### config.mk
export PLATFORM = sky130hd
export DESIGN_NAME = four_state_shift_rotate
export DESIGN_NICKNAME = d
export VERILOG_FILES = /design/src/rtl/core/fssr_pkg.sv /design/src/rtl/core/fssr_decode.sv /design/src/rtl/core/fssr_mod_stage.sv /design/src/rtl/core/fssr_shift.sv /design/src/rtl/core/four_state_shift_rotate.sv
export SDC_FILE = /design/constraint.sdc
export NUM_CORES = 2
export LEC_CHECK = 0
export BUFFER_PORTS_ARGS = -buffer_cell sky130_fd_sc_hd__buf_2
export CORE_ASPECT_RATIO = 1.75
export CORE_MARGIN = 4
export CORE_UTILIZATION = 55
export DETAILED_ROUTE_END_ITERATION = 10
export GPL_ROUTABILITY_DRIVEN = 0
export PLACE_DENSITY_LB_ADDON = 0.1
export SETUP_SLACK_MARGIN = 0.05
export SLEW_MARGIN = 20
export SYNTH_ARGS = -nofsm -noshare
export SYNTH_HDL_FRONTEND = slang
export SYNTH_SLANG_ARGS = --single-unit
### constraint.sdc
create_clock -name clk -period 15.9 [get_ports clk]
set_clock_uncertainty 0.05 [all_clocks]
set_input_delay 4.77 -clock clk [delete_from_list [all_inputs] [get_ports clk]]
set_output_delay 4.77 -clock clk [all_outputs]
set_load 0.03 [all_outputs]
### src/rtl/core/fssr_pkg.sv
// ----------------------------------------------------------------------------
// fssr_pkg
// Shared types and constants of the four-state shift/rotate pipeline.
// ----------------------------------------------------------------------------
`default_nettype none

package fssr_pkg;

	// Amount and port value planes are fixed at 32 bits.
	localparam int AMT_BITS   = 32;
	localparam int VAL_BITS   = 32;

	// Amount reduction: restoring remainder, a fixed number of digits per stage.
	localparam int MOD_STEPS  = 8;
	localparam int MOD_STAGES = AMT_BITS / MOD_STEPS;

	// decode + remainder stages + amount prep + shifter/output register
	localparam int LATENCY    = MOD_STAGES + 3;

	// Operation codes
	localparam logic [2:0] FN_LSL = 3'd0;
	localparam logic [2:0] FN_LSR = 3'd1;
	localparam logic [2:0] FN_ASL = 3'd2;
	localparam logic [2:0] FN_ASR = 3'd3;
	localparam logic [2:0] FN_ROL = 3'd4;
	localparam logic [2:0] FN_ROR = 3'd5;

	typedef struct packed {
		logic [2:0]          func;
		logic [VAL_BITS-1:0] value_aval;
		logic [VAL_BITS-1:0] value_bval;
		logic [5:0]          value_width;
		logic [AMT_BITS-1:0] amount_aval;
		logic [AMT_BITS-1:0] amount_bval;
		logic [5:0]          amount_width;
		logic                amt_signed;
	} req_t;

	typedef struct packed {
		logic [VAL_BITS-1:0] result_aval;
		logic [VAL_BITS-1:0] result_bval;
	} rsp_t;

	// Per-word control decoded in the first stage
	typedef struct packed {
		logic unk;   // amount holds x/z: whole result is x
		logic left;  // direction after sign fix-up
		logic rot;   // rotate rather than shift
		logic fa;    // fill bit, a plane
		logic fb;    // fill bit, b plane
	} ctl_t;

endpackage

`default_nettype wire

### src/rtl/core/fssr_decode.sv
// ----------------------------------------------------------------------------
// fssr_decode
// Stage 1: width clamps, masks, unknown-amount check, sign fix-up, fill bits.
// ----------------------------------------------------------------------------
`default_nettype none

module fssr_decode #(
	parameter  int MAX_WIDTH = 32,
	localparam int WW        = $clog2(MAX_WIDTH + 1)
) (
	input  wire logic                     clk,
	input  wire logic                     arst_n,
	input  wire logic                     valid,
	input  wire fssr_pkg::req_t           req,
	output      logic                     valid_s1,
	output      fssr_pkg::ctl_t           ctl_s1,
	output      logic [WW-1:0]            w_s1,
	output      logic [MAX_WIDTH-1:0]     m_s1,
	output      logic [MAX_WIDTH-1:0]     va_s1,
	output      logic [MAX_WIDTH-1:0]     vb_s1,
	output      logic [fssr_pkg::AMT_BITS-1:0] amag_s1
);
	import fssr_pkg::*;

	logic [6:0]              wv;
	logic [MAX_WIDTH-1:0]    m;
	logic [MAX_WIDTH+31:0]   va_x;
	logic [MAX_WIDTH+31:0]   vb_x;
	logic [MAX_WIDTH-1:0]    va;
	logic [MAX_WIDTH-1:0]    vb;
	logic [5:0]              aw;
	logic [AMT_BITS-1:0]     am;
	logic [AMT_BITS-1:0]     amag_raw;
	logic [AMT_BITS-1:0]     amag;
	logic                    neg;
	logic [2:0]              fn;
	ctl_t                    ctl;

	always_comb begin
		// value width: zero acts as one, saturate at MAX_WIDTH
		if (req.value_width == 6'd0) begin
			wv = 7'd1;
		end else if ({1'b0, req.value_width} > 7'(MAX_WIDTH)) begin
			wv = 7'(MAX_WIDTH);
		end else begin
			wv = {1'b0, req.value_width};
		end
		m    = {MAX_WIDTH{1'b1}} >> (7'(MAX_WIDTH) - wv);
		va_x = {{MAX_WIDTH{1'b0}}, req.value_aval};
		vb_x = {{MAX_WIDTH{1'b0}}, req.value_bval};
		va   = va_x[MAX_WIDTH-1:0] & m;
		vb   = vb_x[MAX_WIDTH-1:0] & m;

		if (req.amount_width == 6'd0) begin
			aw = 6'd1;
		end else if (req.amount_width > 6'd32) begin
			aw = 6'd32;
		end else begin
			aw = req.amount_width;
		end
		am       = {AMT_BITS{1'b1}} >> (6'd32 - aw);
		amag_raw = req.amount_aval & am;

		fn  = (req.func > FN_ROR) ? FN_LSR : req.func;
		// sign bit is the top bit in use
		neg = req.amt_signed & (|(amag_raw & ~(am >> 1)));
		if (neg) begin
			amag = ({AMT_BITS{1'b0}} - amag_raw) & am;
			fn   = fn ^ 3'd1;
		end else begin
			amag = amag_raw;
		end

		ctl.unk  = |(req.amount_bval & am);
		ctl.left = ~fn[0];
		ctl.rot  = (fn == FN_ROL) || (fn == FN_ROR);
		// top bit in use is va & m & ~(m >> 1)
		if (fn == FN_ASR) begin
			ctl.fa = |(va & ~(m >> 1));
			ctl.fb = |(vb & ~(m >> 1));
		end else if (fn == FN_ASL) begin
			ctl.fa = va[0];
			ctl.fb = vb[0];
		end else begin
			ctl.fa = 1'b0;
			ctl.fb = 1'b0;
		end
	end

	always_ff @(posedge clk or negedge arst_n) begin
		if (!arst_n) begin
			valid_s1 <= 1'b0;
		end else begin
			valid_s1 <= valid;
		end
	end

	always_ff @(posedge clk) begin
		ctl_s1  <= ctl;
		w_s1    <= WW'(wv);
		m_s1    <= m;
		va_s1   <= va;
		vb_s1   <= vb;
		amag_s1 <= amag;
	end

endmodule

`default_nettype wire

### src/rtl/core/fssr_mod_stage.sv
// ----------------------------------------------------------------------------
// fssr_mod_stage
// One remainder stage: MOD_STEPS restoring steps of amount mod width.
// ----------------------------------------------------------------------------
`default_nettype none

module fssr_mod_stage #(
	parameter  int MAX_WIDTH = 32,
	parameter  int STAGE     = 0,
	localparam int WW        = $clog2(MAX_WIDTH + 1)
) (
	input  wire logic                          clk,
	input  wire logic                          arst_n,
	input  wire logic                          valid,
	input  wire fssr_pkg::ctl_t                ctl,
	input  wire logic [WW-1:0]                 w,
	input  wire logic [MAX_WIDTH-1:0]          m,
	input  wire logic [MAX_WIDTH-1:0]          va,
	input  wire logic [MAX_WIDTH-1:0]          vb,
	input  wire logic [fssr_pkg::AMT_BITS-1:0] amag,
	input  wire logic [WW-1:0]                 rem,
	input  wire logic                          qnz,
	output      logic                          valid_q,
	output      fssr_pkg::ctl_t                ctl_q,
	output      logic [WW-1:0]                 w_q,
	output      logic [MAX_WIDTH-1:0]          m_q,
	output      logic [MAX_WIDTH-1:0]          va_q,
	output      logic [MAX_WIDTH-1:0]          vb_q,
	output      logic [fssr_pkg::AMT_BITS-1:0] amag_q,
	output      logic [WW-1:0]                 rem_q,
	output      logic                          qnz_q
);
	import fssr_pkg::*;

	// MSB-first: this stage eats amount bits [HI -: MOD_STEPS]
	localparam int HI = AMT_BITS - 1 - STAGE * MOD_STEPS;

	logic [WW-1:0] r;
	logic [WW:0]   t;
	logic          nz;

	always_comb begin
		r  = rem;
		nz = qnz;
		t  = '0;
		for (int j = 0; j < MOD_STEPS; j++) begin
			t = {r, amag[HI - j]};
			if (t >= {1'b0, w}) begin
				t  = t - {1'b0, w};
				nz = 1'b1;  // any quotient bit set means amount >= width
			end
			r = t[WW-1:0];
		end
	end

	always_ff @(posedge clk or negedge arst_n) begin
		if (!arst_n) begin
			valid_q <= 1'b0;
		end else begin
			valid_q <= valid;
		end
	end

	always_ff @(posedge clk) begin
		ctl_q  <= ctl;
		w_q    <= w;
		m_q    <= m;
		va_q   <= va;
		vb_q   <= vb;
		amag_q <= amag;
		rem_q  <= r;
		qnz_q  <= nz;
	end

endmodule

`default_nettype wire

### src/rtl/core/fssr_shift.sv
// ----------------------------------------------------------------------------
// fssr_shift
// Amount/fill-mask prep stage, then the barrel shifter into the result register.
// ----------------------------------------------------------------------------
`default_nettype none

module fssr_shift #(
	parameter  int MAX_WIDTH = 32,
	localparam int WW        = $clog2(MAX_WIDTH + 1)
) (
	input  wire logic                          clk,
	input  wire logic                          arst_n,
	input  wire logic                          valid,
	input  wire fssr_pkg::ctl_t                ctl,
	input  wire logic [WW-1:0]                 w,
	input  wire logic [MAX_WIDTH-1:0]          m,
	input  wire logic [MAX_WIDTH-1:0]          va,
	input  wire logic [MAX_WIDTH-1:0]          vb,
	input  wire logic [fssr_pkg::AMT_BITS-1:0] amag,
	input  wire logic [WW-1:0]                 rem,
	input  wire logic                          qnz,
	output      logic                          done,
	output      fssr_pkg::rsp_t                rsp
);
	import fssr_pkg::*;

	// prep stage
	logic                 big;
	logic [WW-1:0]        s;
	logic [WW-1:0]        r;
	logic [WW-1:0]        sl;
	logic [WW-1:0]        sr;
	logic                 en_l;
	logic                 en_r;
	logic [MAX_WIDTH-1:0] fm;

	logic                 valid_s6;
	logic                 unk_s6;
	logic                 fa_s6;
	logic                 fb_s6;
	logic                 en_l_s6;
	logic                 en_r_s6;
	logic [WW-1:0]        sl_s6;
	logic [WW-1:0]        sr_s6;
	logic [MAX_WIDTH-1:0] m_s6;
	logic [MAX_WIDTH-1:0] va_s6;
	logic [MAX_WIDTH-1:0] vb_s6;
	logic [MAX_WIDTH-1:0] fm_s6;

	// shift stage
	logic [MAX_WIDTH-1:0] ra;
	logic [MAX_WIDTH-1:0] rb;
	logic                 valid_s7;
	logic [MAX_WIDTH-1:0] ra_s7;
	logic [MAX_WIDTH-1:0] rb_s7;
	logic [MAX_WIDTH+31:0] ra_x;
	logic [MAX_WIDTH+31:0] rb_x;

	always_comb begin
		big = ~ctl.rot & qnz;
		// below the width the amount equals its remainder
		s   = amag[WW-1:0];
		r   = '0;
		if (ctl.rot) begin
			// right rotate is a left rotate by width - rem
			r    = (ctl.left || rem == '0) ? rem : w - rem;
			sl   = r;
			sr   = w - r;
			en_l = 1'b1;
			en_r = 1'b1;
			fm   = '0;
		end else if (ctl.left) begin
			sl   = s;
			sr   = '0;
			en_l = ~big;
			en_r = 1'b0;
			fm   = big ? m : (m & ~({MAX_WIDTH{1'b1}} << s));
		end else begin
			sl   = '0;
			sr   = s;
			en_l = 1'b0;
			en_r = ~big;
			fm   = big ? m : (m & ~(m >> s));
		end
	end

	always_comb begin
		if (unk_s6) begin
			ra = m_s6;
			rb = m_s6;
		end else begin
			ra = ((en_l_s6 ? (va_s6 << sl_s6) : '0) | (en_r_s6 ? (va_s6 >> sr_s6) : '0)
				| (fa_s6 ? fm_s6 : '0)) & m_s6;
			rb = ((en_l_s6 ? (vb_s6 << sl_s6) : '0) | (en_r_s6 ? (vb_s6 >> sr_s6) : '0)
				| (fb_s6 ? fm_s6 : '0)) & m_s6;
		end
	end

	always_ff @(posedge clk or negedge arst_n) begin
		if (!arst_n) begin
			valid_s6 <= 1'b0;
			valid_s7 <= 1'b0;
		end else begin
			valid_s6 <= valid;
			valid_s7 <= valid_s6;
		end
	end

	always_ff @(posedge clk) begin
		unk_s6  <= ctl.unk;
		fa_s6   <= ctl.fa;
		fb_s6   <= ctl.fb;
		en_l_s6 <= en_l;
		en_r_s6 <= en_r;
		sl_s6   <= sl;
		sr_s6   <= sr;
		m_s6    <= m;
		va_s6   <= va;
		vb_s6   <= vb;
		fm_s6   <= fm;
		ra_s7   <= ra;
		rb_s7   <= rb;
	end

	assign ra_x = {32'd0, ra_s7};
	assign rb_x = {32'd0, rb_s7};

	assign done            = valid_s7;
	assign rsp.result_aval = ra_x[VAL_BITS-1:0];
	assign rsp.result_bval = rb_x[VAL_BITS-1:0];

endmodule

`default_nettype wire

### src/rtl/core/four_state_shift_rotate.sv
// ----------------------------------------------------------------------------
// four_state_shift_rotate
// Pipelined four-state (aval/bval) shifter and rotator.
// ----------------------------------------------------------------------------
// Usage:
//   Command side: drive req and raise start; the word is taken on any clock
//   edge with start high and busy low. busy is always low here, so a new
//   word may be issued every cycle.
//   Result side: done pulses for one cycle with rsp holding the result word.
//   The receiver cannot hold results off, and none is needed: the pipe has
//   no back-pressure and never drops or repeats a word.
//   Throughput: one word per cycle; each word passes the stages below in order.
//   Stages: 1 decode (clamps, masks, sign fix-up), 4 remainder stages
//   (amount mod width, 8 restoring steps each over the 32-bit amount),
//   1 shift-amount / fill-mask prep, 1 barrel shifter into the result register.
//   The remainder chain sets the depth.
//   Reset: arst_n clears all valid bits at once; no word is in flight after.
//   Result bits at and above the value width are zero.
// ----------------------------------------------------------------------------
`default_nettype none

module four_state_shift_rotate #(
	parameter int MAX_WIDTH = 32
) (
	input  wire logic           clk,
	input  wire logic           arst_n,
	input  wire logic           start,
	output      logic           busy,
	input  wire fssr_pkg::req_t req,
	output      logic           done,
	output      fssr_pkg::rsp_t rsp
);
	import fssr_pkg::*;

	localparam int WW = $clog2(MAX_WIDTH + 1);

	// stage bus between decode, remainder stages and shifter
	logic                 valid_m [MOD_STAGES+1];
	ctl_t                 ctl_m   [MOD_STAGES+1];
	logic [WW-1:0]        w_m     [MOD_STAGES+1];
	logic [MAX_WIDTH-1:0] m_m     [MOD_STAGES+1];
	logic [MAX_WIDTH-1:0] va_m    [MOD_STAGES+1];
	logic [MAX_WIDTH-1:0] vb_m    [MOD_STAGES+1];
	logic [AMT_BITS-1:0]  amag_m  [MOD_STAGES+1];
	logic [WW-1:0]        rem_m   [MOD_STAGES+1];
	logic                 qnz_m   [MOD_STAGES+1];

	// no back-pressure anywhere in the pipe
	assign busy = 1'b0;

	fssr_decode #(
		.MAX_WIDTH (MAX_WIDTH)
	) u_decode (
		.clk      (clk),
		.arst_n   (arst_n),
		.valid    (start && !busy),
		.req      (req),
		.valid_s1 (valid_m[0]),
		.ctl_s1   (ctl_m[0]),
		.w_s1     (w_m[0]),
		.m_s1     (m_m[0]),
		.va_s1    (va_m[0]),
		.vb_s1    (vb_m[0]),
		.amag_s1  (amag_m[0])
	);

	// remainder starts at zero, no quotient bit seen yet
	assign rem_m[0] = '0;
	assign qnz_m[0] = 1'b0;

	for (genvar k = 0; k < MOD_STAGES; k++) begin : g_mod
		fssr_mod_stage #(
			.MAX_WIDTH (MAX_WIDTH),
			.STAGE     (k)
		) u_mod (
			.clk     (clk),
			.arst_n  (arst_n),
			.valid   (valid_m[k]),
			.ctl     (ctl_m[k]),
			.w       (w_m[k]),
			.m       (m_m[k]),
			.va      (va_m[k]),
			.vb      (vb_m[k]),
			.amag    (amag_m[k]),
			.rem     (rem_m[k]),
			.qnz     (qnz_m[k]),
			.valid_q (valid_m[k+1]),
			.ctl_q   (ctl_m[k+1]),
			.w_q     (w_m[k+1]),
			.m_q     (m_m[k+1]),
			.va_q    (va_m[k+1]),
			.vb_q    (vb_m[k+1]),
			.amag_q  (amag_m[k+1]),
			.rem_q   (rem_m[k+1]),
			.qnz_q   (qnz_m[k+1])
		);
	end

	fssr_shift #(
		.MAX_WIDTH (MAX_WIDTH)
	) u_shift (
		.clk    (clk),
		.arst_n (arst_n),
		.valid  (valid_m[MOD_STAGES]),
		.ctl    (ctl_m[MOD_STAGES]),
		.w      (w_m[MOD_STAGES]),
		.m      (m_m[MOD_STAGES]),
		.va     (va_m[MOD_STAGES]),
		.vb     (vb_m[MOD_STAGES]),
		.amag   (amag_m[MOD_STAGES]),
		.rem    (rem_m[MOD_STAGES]),
		.qnz    (qnz_m[MOD_STAGES]),
		.done   (done),
		.rsp    (rsp)
	);

`ifndef NO_ASSERTIONS
	// every accepted word produces a result
	a_issue_to_done: assert property (@(posedge clk) disable iff (!arst_n)
		(start && !busy) |-> ##LATENCY done)
		else $error("accepted word produced no result");

	// no result without a matching accepted word
	a_done_has_issue: assert property (@(posedge clk) disable iff (!arst_n)
		done |-> $past(start && !busy, LATENCY))
		else $error("result without matching command");

	// an amount fully unknown gives all-x over the used width
	a_unknown_amount: assert property (@(posedge clk) disable iff (!arst_n)
		(start && !busy && req.amount_bval == 32'hFFFF_FFFF) |-> ##LATENCY
		(done && rsp.result_aval == rsp.result_bval && rsp.result_aval != 32'd0))
		else $error("unknown amount did not give x result");
`endif

endmodule

`default_nettype wire
==> results.yml <==
placement:
  io_buffers: 211
  hpwlAfterDp_um: 101000
clock_network:
  clk_pin_slew_ns: 0.07
  cts-htree-levels: 3
  cts_buffers: 73
  cts_tree: "built"
  clkSinkCount: 865
  cts_buffer_depth: 3
  clk_latency_ns: 0.63
  root_buffer: "clkbuf_16"
grt:
  grt-ovfl-total: 0
  grt_pass1_wl_um: 195000
  grt_usage: 0.335
  grt.met1_usage: 0.344
  antenna_found_initial: 13
  grt_max_degree: 75
  met2_usage: 0.601
  grt_busiest_layer: "met2"
  met3_usage: 0.0639
  first_global_vias: 32359
die:
  core_sq_mm: 0.0719
  die_y_um: 365
  io_pins: 213
  die-width_um: 212
  initial_core_util: 0.557
  dieArea_sq_mm: 0.0773
  row_count: 130
synth:
  syn_area_per_cell_sq_um: 10.1
  synthTopCellsByCount: "dfxtp_1, nand2_1, a21oi_1"
  synthFlopType: "dfxtp_1"
  syn-num-nets: 4358
  netlist.top_cell.by_area: "dfxtp_1"
  yosys-top-cells-area: "dfxtp_1, ha_1, mux4_2"
  synth_warnings: 0
  yosysSeqAreaShare: 0.434
  async_flop_share: 0.00809
  synthMostInstantiatedCell: "dfxtp_1"
  syn_inst: 3975
  synth_edf_count: 0
  synth_cell_types: 106
  synth_top_area_share: 0.429
  ys_seq_elements: 865
  netlist_area_sq_mm: 0.0400
worst_setup_path:
  rrSetupSlack_ns: 0.81
  reg2reg_depth: 73
  critPathSlowestCell: "or4_4"
  rr_endpoint: "g_mod[1].u_mod.rem_q[1]$_DFF_P_"
  cp_common_cell: "a21o_1"
  cp.required_ns: 16.34
  r2r-start: "g_mod[0].u_mod.w_q[4]$_DFF_P_"
  cp-end-kind: "flop"
  critPathMaxStageDelay_ns: 0.52
  critical_path.max_fanout: 9
  worstPathArrival_ns: 15.53
  path_class: "reg2reg"
  critPathLaunchType: "flop"
finish:
  multi_input_area_sq_mm: 0.0218
  syn_to_final_growth_pct: 16.4
  register_area_sq_mm: 0.0174
  final_nets: 4726
  nFillCells: 5869
  drive_gt1_frac: 0.214
outcome:
  outcome: "finished with violations"
  violations: "DRC"
route:
  num_vias: 33063
  drt_wl_total_um: 133000
  initialDrtViolationCount: 3155
  final_antenna_net_count: 0
  vias_per_cell: 6.21
  post_drt_wl_per_cell_um: 25.0
  dr.pass1.iters: 9
  drc: 2
timing:
  tightest_slew_ns: 1.24
  drv_slew: 0
  period_share: 0.949
  holdWs_ns: 0.256
  max_slew_margin: 0.165
  hold_violations: 0
  fmax_mhz: 66.3
  setup_viol: 0
  period_minus_slack_ns: 15.09
  tns_ns: 0
worst_hold_path:
  min_from: "u_decode.amag_s1[16]$_DFF_P_"
  holdPathEnd: "g_mod[0].u_mod.amag_q[16]$_DFF_P_"
  holdPathStages: 0
  hold_class: "reg2reg"
flow_run:
  drv_cap: 0
-- worst max-delay path by stage --
stage | from | end | slack, ns | cells past startpoint
floorplan | g_mod[2].u_mod.w_q[1]$_DFF_P_ | g_mod[3].u_mod.rem_q[2]$_DFF_P_ | 0.06 | 78
global placement | g_mod[0].u_mod.w_q[4]$_DFF_P_ | g_mod[1].u_mod.rem_q[3]$_DFF_P_ | -0.31 | 72
detailed placement | g_mod[0].u_mod.w_q[4]$_DFF_P_ | g_mod[1].u_mod.rem_q[3]$_DFF_P_ | -0.51 | 72
CTS | g_mod[0].u_mod.w_q[4]$_DFF_P_ | g_mod[1].u_mod.rem_q[3]$_DFF_P_ | 0.07 | 75
global route | g_mod[2].u_mod.w_q[4]$_DFF_P_ | g_mod[3].u_mod.rem_q[2]$_DFF_P_ | -0.07 | 75
finish | g_mod[0].u_mod.w_q[4]$_DFF_P_ | g_mod[1].u_mod.rem_q[1]$_DFF_P_ | 0.81 | 73
-- metrics by stage --
stage | util | worst slack, ns | area [sq um] | instances
after detailed placement | 0.602 | -0.510 | 43300 | 5168
after floorplan | - | 0.0616 | 40000 | 3975
final | 0.648 | 0.806 | 46600 | 5328
after global routing | 0.648 | -0.0730 | 46600 | 5323
after CTS | 0.640 | 0.0727 | 46000 | 5303
after global placement | 0.602 | -0.311 | 43300 | 5168
-- cells in the final DEF, fill, tap and decap left out, types with 102 or more instances in the layout --
master,n
dfxtp_1,843
nand2_1,287
a21oi_1,259
buf_4,245
buf_2,211
inv_1,200
o21ai_0,195
ha_1,193
nor2_1,184
mux2i_1,155
mux4_2,102
-- sequential cells by signal, indices dropped and copies added, names as in the netlist, 4 cells and up --
name,flops
g_mod.u_mod.amag_q,54
g_mod.u_mod.ctl_q,20
g_mod.u_mod.m_q,128
g_mod.u_mod.qnz_q,4
g_mod.u_mod.rem_q,24
g_mod.u_mod.va_q,128
g_mod.u_mod.valid_q,4
g_mod.u_mod.vb_q,128
g_mod.u_mod.w_q,24
u_decode.amag_s1,32
u_decode.ctl_s1,5
u_decode.m_s1,32
u_decode.va_s1,32
u_decode.vb_s1,32
u_decode.w_s1,6
u_shift.fm_s6,32
u_shift.m_s6,32
u_shift.ra_s7,32
u_shift.rb_s7,32
u_shift.sl_s6,6
u_shift.sr_s6,6
u_shift.va_s6,32
u_shift.vb_s6,32
-- worst max-delay path: cells and delay by family (launching register included) --
| family | cells | cell delay, ns |
|---|---|---|
| muxes | 5 | 1.54 |
| buffers and inverters | 6 | 0.84 |
| and+or+nand+nor | 13 | 2.33 |
| adders and majority gates | 8 | 2.41 |
| DFF | 1 | 0.38 |
| AOI/OAI and AO/OA | 41 | 7.39 |
-- cell families after synthesis --
| group | Yosys count | share of synthesized area |
|---|---|---|
| AO/OA/AOI/OAI | 1036 | 0.172 |
| multiplexers | 376 | 0.129 |
| AND/OR/NAND/NOR | 951 | 0.119 |
| flip-flops | 865 | 0.434 |
| adder cells (fa/ha/maj) | 236 | 0.0800 |
| buffers and inverters | 371 | 0.0354 |
| other | 1 | 0.0000937 |
| XOR/XNOR | 139 | 0.0304 |
-- final cells by class --
type	count	area share
multi-input cells	2739	0.467
clock inverters	31	0.00959
flip-flops and latches	865	0.373
repair buffers	458	0.0626
well taps	924	0.0248
diodes	5	0.000269
clock buffers	100	0.0457
inverters	206	0.0166
-- per-layer routing --
layer	vias up	part of all wire
met1	15459	0.33
met3	593	0.074
met4	14	0.094
li1	15122	-
met5	-	0.00073
met2	1875	0.50
-- repair_timing --
item / CTS / global route
gates resized for setup: 18 / 114
buffers inserted: 4 / 20
endpoints found under the setup margin: 13 / 28
endpoints found under the hold margin: 0 / 0
pin swaps: 5 / 35
hold buffers: 0 / 0
Power is not shown: default switching activity piles up to over one toggle a cycle in this logic, so the estimate is an artifact.
